## config.mk

```make
export PLATFORM = sky130hd
export DESIGN_NAME = rf_packet_deframer_crc16_unit_flat
export DESIGN_NICKNAME = d
export VERILOG_FILES = /design/src/hdl/rfdf_pkg.sv /design/src/hdl/rfdf_if.sv /design/src/hdl/rfdf_crc16.sv /design/src/hdl/rf_packet_deframer_crc16_unit.sv /design/src/flat_wrapper.sv
export SDC_FILE = /design/constraint.sdc
export NUM_CORES = 1
export LEC_CHECK = 0
export BUFFER_PORTS_ARGS = -buffer_cell sky130_fd_sc_hd__buf_2
export CAP_MARGIN = 30
export CELL_PAD_IN_SITES_DETAIL_PLACEMENT = 1
export CELL_PAD_IN_SITES_GLOBAL_PLACEMENT = 1
export CORE_ASPECT_RATIO = 1.2
export CORE_MARGIN = 2
export CORE_UTILIZATION = 25
export CTS_CLUSTER_SIZE = 25
export DETAILED_ROUTE_END_ITERATION = 10
export GPL_ROUTABILITY_DRIVEN = 0
export PLACE_DENSITY = 0.6
export SETUP_SLACK_MARGIN = 0.2
export SLEW_MARGIN = 20
export SYNTH_ARGS = -nofsm -noshare
export SYNTH_HDL_FRONTEND = slang
export SYNTH_SLANG_ARGS = --single-unit
```

## constraint.sdc

```tcl
create_clock -name clk_i -period 9.34 [get_ports clk_i]
set_input_delay 2.802 -clock clk_i [delete_from_list [all_inputs] [get_ports clk_i]]
set_output_delay 2.802 -clock clk_i [all_outputs]
set_load 0.005 [all_outputs]
```

## src/hdl/rfdf_pkg.sv

```systemverilog
package rfdf_pkg;

  // field widths
  localparam int unsigned ByteW    = 8;
  localparam int unsigned KindW    = 2;
  localparam int unsigned PosW     = 6;
  localparam int unsigned AddrLenW = 3;
  localparam int unsigned PayLenW  = 6;
  localparam int unsigned CfgIdxW  = 2;
  localparam int unsigned CfgDataW = 6;

  // packet layout limits
  localparam logic [AddrLenW-1:0] AddrMin    = 3'd3;
  localparam logic [AddrLenW-1:0] AddrMax    = 3'd5;
  localparam logic [PayLenW-1:0]  PayMin     = 6'd1;
  localparam logic [PayLenW-1:0]  MaxPayload = 6'd32;

  // crc-16-ccitt
  localparam logic [15:0] CrcInit = 16'hFFFF;
  localparam logic [15:0] CrcPoly = 16'h1021;

  // output kind codes
  typedef enum logic [KindW-1:0] {
    KIND_ADDRESS = 2'd0,
    KIND_PAYLOAD = 2'd1,
    KIND_STATUS  = 2'd2
  } kind_e;

  // configuration register indexes
  typedef enum logic [CfgIdxW-1:0] {
    REG_ADDRESS_BYTES = 2'd0,
    REG_PAYLOAD_BYTES = 2'd1
  } cfg_reg_e;

  // control from the framer to the crc unit
  typedef struct packed {
    logic init;
    logic update;
  } crc_ctrl_t;

  // one byte of msb-first crc update, unrolled over the eight bits
  function automatic logic [15:0] crc16_byte(logic [15:0] crc, logic [ByteW-1:0] data);
    logic [15:0] c;
    c = crc ^ {data, 8'h00};
    for (int i = 0; i < 8; i++) begin
      if (c[15]) begin
        c = {c[14:0], 1'b0} ^ CrcPoly;
      end else begin
        c = {c[14:0], 1'b0};
      end
    end
    return c;
  endfunction

endpackage

```

## src/hdl/rfdf_if.sv

```systemverilog
// input byte channel
interface rfdf_in_if;
  logic       valid;
  logic       ready;
  logic [7:0] data_byte;
  logic       start_req;

  modport source (output valid, output data_byte, output start_req, input ready);
  modport sink   (input valid, input data_byte, input start_req, output ready);
endinterface

// result channel
interface rfdf_out_if;
  logic       valid;
  logic       ready;
  logic [7:0] out_byte;
  logic [1:0] byte_kind;
  logic       crc_ok;
  logic       last;

  modport source (output valid, output out_byte, output byte_kind, output crc_ok,
                  output last, input ready);
  modport sink   (input valid, input out_byte, input byte_kind, input crc_ok,
                  input last, output ready);
endinterface

// configuration write channel
interface rfdf_cfg_if;
  logic       valid;
  logic       ready;
  logic [1:0] index;
  logic [5:0] data;

  modport source (output valid, output index, output data, input ready);
  modport sink   (input valid, input index, input data, output ready);
endinterface

```

## src/hdl/rfdf_crc16.sv

```systemverilog
module rfdf_crc16 (
  input  logic                clk_i,
  input  logic                rst_ni,
  input  rfdf_pkg::crc_ctrl_t ctrl_i,
  input  logic [7:0]          data_i,
  output logic [15:0]         crc_o
);
  import rfdf_pkg::*;

  logic [15:0] crc_q, crc_d;

  // restart on a preamble, fold in each address or payload byte
  always_comb begin
    crc_d = crc_q;
    if (ctrl_i.init) begin
      crc_d = CrcInit;
    end else if (ctrl_i.update) begin
      crc_d = crc16_byte(crc_q, data_i);
    end
  end

  always_ff @(posedge clk_i or negedge rst_ni) begin
    if (!rst_ni) begin
      crc_q <= CrcInit;
    end else begin
      crc_q <= crc_d;
    end
  end

  assign crc_o = crc_q;

endmodule

```

## src/hdl/rf_packet_deframer_crc16_unit.sv

```systemverilog
// Radio packet deframer with CRC-16-CCITT check.
// rx_i takes one packet byte per transaction; start_req marks the preamble,
// which opens a new packet (dropping any unfinished one) and gives no result.
// Then come address_bytes address bytes and payload_bytes payload bytes, each
// passed out on tx_o tagged KIND_ADDRESS or KIND_PAYLOAD, then a big-endian
// two-byte CRC. The first CRC byte gives no result; the second gives one
// KIND_STATUS result with last set and crc_ok high if the CRC matched. Bytes
// outside a packet are dropped. cfg_i writes the two length registers and is
// always ready; write them only while no packet is in flight.
// Path: a byte accepted on rx_i is held in the input register, then its result
// in the result register, which drives tx_o.
// Throughput: one byte per cycle while tx_o is not stalled; the CRC update is
// an unrolled 8-bit step. When tx_o stalls with a result pending, the input
// register still fills, then rx_i.ready drops until the result is taken.
// Reset: lengths go to 5 address and 32 payload bytes, no packet is active,
// both registers are empty.
module rf_packet_deframer_crc16_unit (
  input  logic clk_i,
  input  logic rst_ni,
  rfdf_in_if.sink    rx_i,
  rfdf_out_if.source tx_o,
  rfdf_cfg_if.sink   cfg_i
);
  import rfdf_pkg::*;

  // configuration registers
  logic [AddrLenW-1:0] addr_len_q;
  logic [PayLenW-1:0]  pay_len_q;

  assign cfg_i.ready = 1'b1;

  always_ff @(posedge clk_i or negedge rst_ni) begin
    if (!rst_ni) begin
      addr_len_q <= AddrMax;
      pay_len_q  <= MaxPayload;
    end else if (cfg_i.valid) begin
      unique case (cfg_i.index)
        REG_ADDRESS_BYTES: addr_len_q <= cfg_i.data[AddrLenW-1:0];
        REG_PAYLOAD_BYTES: pay_len_q  <= cfg_i.data[PayLenW-1:0];
        default: ;
      endcase
    end
  end

  // input register
  logic             in_vld_q;
  logic [ByteW-1:0] in_byte_q;
  logic             in_start_q;
  logic             advance;
  logic             rx_fire;

  assign advance    = in_vld_q && (!tx_o.valid || tx_o.ready);
  assign rx_i.ready = !in_vld_q || advance;
  assign rx_fire    = rx_i.valid && rx_i.ready;

  always_ff @(posedge clk_i or negedge rst_ni) begin
    if (!rst_ni) begin
      in_vld_q <= 1'b0;
    end else if (rx_i.ready) begin
      in_vld_q <= rx_i.valid;
    end
  end

  always_ff @(posedge clk_i) begin
    if (rx_fire) begin
      in_byte_q  <= rx_i.data_byte;
      in_start_q <= rx_i.start_req;
    end
  end

  // clamp lengths into the supported layout
  logic [AddrLenW-1:0] eff_addr;
  logic [PayLenW-1:0]  eff_pay;
  logic [PosW-1:0]     body_len;

  always_comb begin
    eff_addr = addr_len_q;
    if (addr_len_q < AddrMin) eff_addr = AddrMin;
    if (addr_len_q > AddrMax) eff_addr = AddrMax;
    eff_pay = pay_len_q;
    if (pay_len_q < PayMin)     eff_pay = PayMin;
    if (pay_len_q > MaxPayload) eff_pay = MaxPayload;
  end

  assign body_len = PosW'(eff_addr) + eff_pay;

  // framing state
  logic             active_q, active_d;
  logic [PosW-1:0]  pos_q, pos_d;
  logic [ByteW-1:0] crc_hi_q, crc_hi_d;
  logic [15:0]      crc_val;
  crc_ctrl_t        crc_ctrl;

  logic             emit;
  logic [ByteW-1:0] res_byte;
  kind_e            res_kind;
  logic             res_ok;
  logic             res_last;

  always_comb begin
    active_d = active_q;
    pos_d    = pos_q;
    crc_hi_d = crc_hi_q;
    crc_ctrl = '0;
    emit     = 1'b0;
    res_byte = '0;
    res_kind = KIND_ADDRESS;
    res_ok   = 1'b0;
    res_last = 1'b0;
    if (advance) begin
      if (in_start_q) begin
        active_d      = 1'b1;
        pos_d         = '0;
        crc_hi_d      = '0;
        crc_ctrl.init = 1'b1;
      end else if (active_q) begin
        if (pos_q < body_len) begin
          // address or payload byte
          crc_ctrl.update = 1'b1;
          emit     = 1'b1;
          res_byte = in_byte_q;
          res_kind = (pos_q < PosW'(eff_addr)) ? KIND_ADDRESS : KIND_PAYLOAD;
          pos_d    = pos_q + 1'b1;
        end else if (pos_q == body_len) begin
          // high crc byte
          crc_hi_d = in_byte_q;
          pos_d    = pos_q + 1'b1;
        end else begin
          // low crc byte closes the packet
          emit     = 1'b1;
          res_kind = KIND_STATUS;
          res_ok   = ({crc_hi_q, in_byte_q} == crc_val);
          res_last = 1'b1;
          active_d = 1'b0;
          pos_d    = '0;
        end
      end
    end
  end

  always_ff @(posedge clk_i or negedge rst_ni) begin
    if (!rst_ni) begin
      active_q <= 1'b0;
      pos_q    <= '0;
      crc_hi_q <= '0;
    end else begin
      active_q <= active_d;
      pos_q    <= pos_d;
      crc_hi_q <= crc_hi_d;
    end
  end

  rfdf_crc16 u_crc (
    .clk_i  (clk_i),
    .rst_ni (rst_ni),
    .ctrl_i (crc_ctrl),
    .data_i (in_byte_q),
    .crc_o  (crc_val)
  );

  // result register
  logic             out_vld_q;
  logic [ByteW-1:0] out_byte_q;
  kind_e            out_kind_q;
  logic             out_ok_q;
  logic             out_last_q;

  always_ff @(posedge clk_i or negedge rst_ni) begin
    if (!rst_ni) begin
      out_vld_q <= 1'b0;
    end else if (emit) begin
      out_vld_q <= 1'b1;
    end else if (tx_o.ready) begin
      out_vld_q <= 1'b0;
    end
  end

  always_ff @(posedge clk_i) begin
    if (emit) begin
      out_byte_q <= res_byte;
      out_kind_q <= res_kind;
      out_ok_q   <= res_ok;
      out_last_q <= res_last;
    end
  end

  assign tx_o.valid     = out_vld_q;
  assign tx_o.out_byte  = out_byte_q;
  assign tx_o.byte_kind = out_kind_q;
  assign tx_o.crc_ok    = out_ok_q;
  assign tx_o.last      = out_last_q;

endmodule

```

## src/flat_wrapper.sv

```systemverilog
// flat-port wrapper written by rule: the top's interface ports become plain ports
module rf_packet_deframer_crc16_unit_flat import rfdf_pkg::*;
  (clk_i, rst_ni, rx_i_valid, rx_i_data_byte, rx_i_start_req, rx_i_ready, tx_o_valid, tx_o_out_byte, tx_o_byte_kind, tx_o_crc_ok, tx_o_last, tx_o_ready, cfg_i_valid, cfg_i_index, cfg_i_data, cfg_i_ready);
  rfdf_in_if rx_i_i ();
  rfdf_out_if tx_o_i ();
  rfdf_cfg_if cfg_i_i ();
  input  logic clk_i;
  input  logic rst_ni;
  input wire logic [$bits(rx_i_i.valid)-1:0] rx_i_valid;
  input wire logic [$bits(rx_i_i.data_byte)-1:0] rx_i_data_byte;
  input wire logic [$bits(rx_i_i.start_req)-1:0] rx_i_start_req;
  output wire logic [$bits(rx_i_i.ready)-1:0] rx_i_ready;
  output wire logic [$bits(tx_o_i.valid)-1:0] tx_o_valid;
  output wire logic [$bits(tx_o_i.out_byte)-1:0] tx_o_out_byte;
  output wire logic [$bits(tx_o_i.byte_kind)-1:0] tx_o_byte_kind;
  output wire logic [$bits(tx_o_i.crc_ok)-1:0] tx_o_crc_ok;
  output wire logic [$bits(tx_o_i.last)-1:0] tx_o_last;
  input wire logic [$bits(tx_o_i.ready)-1:0] tx_o_ready;
  input wire logic [$bits(cfg_i_i.valid)-1:0] cfg_i_valid;
  input wire logic [$bits(cfg_i_i.index)-1:0] cfg_i_index;
  input wire logic [$bits(cfg_i_i.data)-1:0] cfg_i_data;
  output wire logic [$bits(cfg_i_i.ready)-1:0] cfg_i_ready;
  assign rx_i_i.valid = rx_i_valid;
  assign rx_i_i.data_byte = rx_i_data_byte;
  assign rx_i_i.start_req = rx_i_start_req;
  assign rx_i_ready = rx_i_i.ready;
  assign tx_o_valid = tx_o_i.valid;
  assign tx_o_out_byte = tx_o_i.out_byte;
  assign tx_o_byte_kind = tx_o_i.byte_kind;
  assign tx_o_crc_ok = tx_o_i.crc_ok;
  assign tx_o_last = tx_o_i.last;
  assign tx_o_i.ready = tx_o_ready;
  assign cfg_i_i.valid = cfg_i_valid;
  assign cfg_i_i.index = cfg_i_index;
  assign cfg_i_i.data = cfg_i_data;
  assign cfg_i_ready = cfg_i_i.ready;
  rf_packet_deframer_crc16_unit u_core (.clk_i(clk_i), .rst_ni(rst_ni), .rx_i(rx_i_i), .tx_o(tx_o_i), .cfg_i(cfg_i_i));
endmodule
```

* Word level (Yosys, flattened, before mapping) *
Index checks and enable logic that the tools add are counted.
Widths: inputs -> output; s select.

cells by class
  $add $sub $neg = 2
  multipliers = 0
  div/mod/pow operators = 0
  magnitude comparators = 6
  equality and inequality tests = 4
  shift operators = 0
  muxes and demuxes = 55
  bitwise gates (word level) = 12
  reductions and logical operators = 19

operators with widths
  cell                 count
  $mux 16              16
  $mux 13              8
  $mux 6               6
  $mux 8               4
  $not 3->3            8
  $eq 16x16->1         1
  $mux 1               16
  $xor 16x16->16       1
  $reduce_bool 2->1    4
  $reduce_or 4->1      2
  $add 3x6->6          1
  $add 6x1->6 const B  1
  $eq 6x6->1           1
  $gt 6x6->1 const B   1
  $lt 6x1->1 const B   1
  $lt 6x3->1           1
  $lt 6x6->1           1
  $mux 2               3
  $mux 3               2
  $reduce_and 2->1     3
  $reduce_or 5->1      1
  $reduce_and 4->1     1
  $gt 3x3->1 const B   1
  $lt 3x2->1 const B   1
  8 further kinds      13

word-level totals
  flip-flop bits (word level) = 63
  bits in latches = 0
  RAM bits = 0
  bits in read-only memories = 0
  input port bits = 22
  output and inout bits = 15
  logic and storage cells = 112
  memories kept = 0

* Longest topological paths before layout *
  depth after elaboration = 39
  depth in mapped cells = 17
  mapped depth without buffers = 16

* Hierarchy *
Synthesis repeated with hierarchy kept, for this count alone.

second synthesis, totals
  cells, all modules = 279
  area total of the unflattened synthesis = 3425.8 sq um

by module, submodules not included
  module                         times used  cells each  area an instance (sq um)  seq. area each (sq um)
  rf_packet_deframer_crc16_unit  1           199         2387.3                    1255.0
  rfdf_crc16                     1           80          1038.5                    420.4

* Least setup slack after synthesis *
OpenSTA, ideal clock, no wires.

  path type = input port to output port
  start = input port tx_o_ready
  end = output port rx_i_ready
  arrival = 2976 ps
  data required time = 6538 ps
  path slack = 3562 ps
  stages = 1
  path buffers = 0
  cell sequence = nand3b_1

on the way
  cells in the longest elaborated chain, start to end = 3

ends and longest elaborated chain
  item                RTL line                             RTL
  start: declaration  flat_wrapper.sv:18                   input wire logic [$bits(tx_o_i.ready)-1:0] tx_o_ready;
  $logic_or 1x1->1    rf_packet_deframer_crc16_unit.sv:52  assign advance = in_vld_q && (!tx_o.valid || tx_o.ready);
  $logic_and 1x1->1   rf_packet_deframer_crc16_unit.sv:52
  $logic_or 1x1->1    rf_packet_deframer_crc16_unit.sv:53  assign rx_i.ready = !in_vld_q || advance;
  end: declaration    flat_wrapper.sv:12                   output wire logic [$bits(rx_i_i.ready)-1:0] rx_i_ready;

No other way between the ends.

* Worst setup path in the final report *
Ends and elaborated chain as after synthesis.

==> impl_metrics.json <==
{
  "finalCritPeriodShare": 0.646,
  "setup-violations-final": 0,
  "vias": 2285,
  "synth_fp_nets": 331,
  "async_reset_ff_frac": 0.677,
  "fill_cells": 1554,
  "seq_power_share": 0.403,
  "synth_top_area_cell": "edfxtp_1",
  "worst_clock_skew_ns": 0.00501,
  "grt.total_usage": 0.114,
  "crit_path_start_kind": "input port",
  "drc_errors": 0,
  "multi_input_area_sq_um": 1660,
  "critPathTopFamily": "buffers and inverters",
  "reg2reg_from": "u_core.addr_len_q[2]",
  "dp.final_hpwl_mm": 5.76,
  "status": "finished clean",
  "grt_max_degree": 42,
  "worstMarginPinSlew_ns": 0.753,
  "crit_chain": "buf_2 > nand3b_1 > buf_2",
  "synth-edff-count": 20,
  "syn_inst": 296,
  "synth.area.top_cells": "edfxtp_1 17%, dfrtp_1 17%, dfstp_2 14%",
  "ys_ff_latch": 62,
  "fp.coreArea_sq_um": 13600,
  "critical-path-max-stage-delay_ns": 0.18,
  "path_buf_inv": 2,
  "drtPass1Iterations": 4,
  "postCtsHoldBufs": 0,
  "drtIter0Drc": 91,
  "rsz0062_at_grt": "no",
  "synthDistinctLibCells": 54,
  "cpMostUsedCell": "buf_2",
  "syn_avg_cell_area_sq_um": 11.7,
  "nNetsFinal": 367,
  "syn_area_sq_um": 3460,
  "r2r_slack_ns": 5.32,
  "synth.top_cell.area_share": 0.174,
  "post_cts_resized": 0,
  "fmax_ghz": 0.166,
  "comb_power_share": 0.354,
  "post-cts-setup-buffers": 0,
  "clk_latency_ns": 0.32,
  "grt_pass1_vias": 2508,
  "final.min_clock_period_ns": 6.04,
  "viasPerCell": 4.50,
  "crit_required_ns": 6.54,
  "area_delta_synth_final_pct": 17.3,
  "drive_above_1_share": 0.309,
  "yosys_warnings": 0,
  "root_buffer": "clkbuf_16",
  "switching_share": 0.353,
  "final_common_cell": "buf_2",
  "end_kind": "primary output",
  "clkPwrFrac": 0.243,
  "grt-ovfl-total": 0,
  "die_w_microns": 111,
  "cts.clk_slew.worst_paths_ns": 0.05,
  "pin_count": 37,
  "intPower_w": 0.000764,
  "crit_path_start": "tx_o_ready",
  "portBuffers": 35,
  "die_height_microns": 133,
  "initial_core_util": 0.254,
  "p_sw_w": 0.000416,
  "slew_viol_final": 0,
  "hold_path_startpoint": "u_core.addr_len_q[1]",
  "cp_slowest_cell": "nand3b_1",
  "path_class": "in -> out",
  "p_leak_nw": 1.61,
  "slew_headroom": 0.498,
  "postRouteAntennaNets": 0,
  "routedWlPerCell_microns": 15.4,
  "htree_levels": 3,
  "ys_seq_area_frac": 0.484,
  "clockBufferDepth": 2,
  "drt-total-wl_mm": 7.81,
  "seq_area_sq_um": 1680,
  "ir_drop_uv": 92.4,
  "setup_tns_ns": 0,
  "hold_viol": 0,
  "grt_pass1_wl_mm": 13.3,
  "numCtsBuffers": 9,
  "layout_common_cells": "35 x buf_2, 26 x xor2_1, 23 x dfrtp_1",
  "max_cap_viol_count": 0,
  "antenna_found_initial": 0,
  "rows": 47,
  "n_antenna_cell": 0,
  "finalPower_w": 0.00118,
  "cp.arrival_ns": 3.24,
  "stdcell_count": 508,
  "cts.sink_count": 62,
  "placedCellCount": 492,
  "powerDensity_nw_per_um2": 291,
  "worstPathMaxFanout": 3,
  "hold_path_class": "reg -> reg",
  "synth_ff_type": "dfrtp_1",
  "tritoncts": "done",
  "dieArea_sq_um": 14800
}
-- worst paths after layout --
kind | depth (start not counted) | endpoint
max | 3 | rx_i_ready
min | 1 | u_core.addr_len_q[1]
max reg2reg | 15 | u_core.crc_hi_q[6]
min reg2reg | 1 | u_core.addr_len_q[1]
max in group asynchronous | 2 | u_core.u_crc.crc_o[10]
min in group asynchronous | 1 | u_core.pay_len_q[4]
-- cells by family (layout without fill, tap and decap cells) --
logic type	Yosys count	after routing	synth area share
compound gates	49	49	0.132
fa+ha+maj	13	13	0.0492
other cells	1	1	0.00108
simple gates	93	93	0.160
flops	62	62	0.484
mux	8	8	0.0260
buf+inv	26	67	0.0365
xor+xnor	44	44	0.111
-- cell type report --
| cell class | count | area share |
|---|---|---|
| Clock buffer | 13 | 0.0592 |
| Clock inverter | 3 | 0.00308 |
| Inverter | 13 | 0.0120 |
| Multi-Input combinational cell | 208 | 0.408 |
| Sequential cell | 62 | 0.413 |
| Tap cell | 171 | 0.0527 |
| Timing Repair Buffer | 38 | 0.0518 |
-- layer usage --
layer / vias to the layer above / track usage / routed length (microns)
li1: 1115 / - / -
met1: 1127 / 0.149 / 3770
met2: 37 / 0.184 / 3680
met3: 6 / 0.0270 / 253
met4: 0 / 0.0412 / 111
met5: - / 0 / 0
-- metrics by stage --
| step | area, sq um | utilization | setup WS (ns) | hold slack, ns |
|---|---|---|---|---|
| final | 4060 | 0.298 | 3.30 | 0.510 |
| after CTS | 4060 | 0.298 | 3.30 | 0.504 |
| after global placement | 3780 | 0.277 | 3.33 | 0.492 |
| after floorplan | 3460 | - | 3.56 | 0.474 |
| after global routing | 4060 | 0.298 | 3.27 | 0.542 |
| after detailed placement | 3810 | 0.279 | 3.30 | 0.492 |
-- worst reg2reg max path, stage by stage (launching register included) --
cell and delay [ns]:
dfstp_2 0.58, inv_1 0.10, or3_1 0.42, ha_1 0.23
inv_1 0.07, fa_1 0.19, nor2b_1 0.05, o21ai_0 0.20
xnor2_1 0.15, nand2b_1 0.09, ha_1 0.29, and4_4 0.20
o21a_4 0.14, o311ai_4 0.51, or2_1 0.50, o311ai_2 0.13
-- synthesized netlist by cell type, types with 4 or more instances --
library cell and number:
dfrtp_1 23, buf_4 5, edfxtp_1 20, o311ai_2 8, a21o_1 4, nand2b_1 5, nand2_1 18, nor3_1 13
a21oi_2 10, mux2_2 8, and2_1 9, o21ai_0 8, nor2b_1 6, xnor2_1 18, clkbuf_1 5, ha_1 12
nand3b_1 10, dfstp_2 19, inv_1 13, nor2_1 9, xor2_1 26, nor4_1 6
-- power by group through the flow --
stage                     logic [W]  registers, W  clock network [W]
after floorplan            0.000331      0.000457                  0
after global placement     0.000406      0.000478                  0
after detailed placement   0.000423      0.000482                  0
after CTS                  0.000427      0.000478           0.000297
after global routing       0.000473      0.000490           0.000307
final                      0.000418      0.000476           0.000287
-- flip-flops by register name, indices dropped and copies added, names as in the netlist, 3 cells and up --
signal                flops
u_core.in_byte_q          8
u_core.pos_q              6
u_core.addr_len_q         3
u_core.tx_o.out_byte      8
u_core.u_crc.crc_o       16
u_core.crc_hi_q           8
u_core.pay_len_q          6
Note: power is estimated with default switching activity, not from simulation.
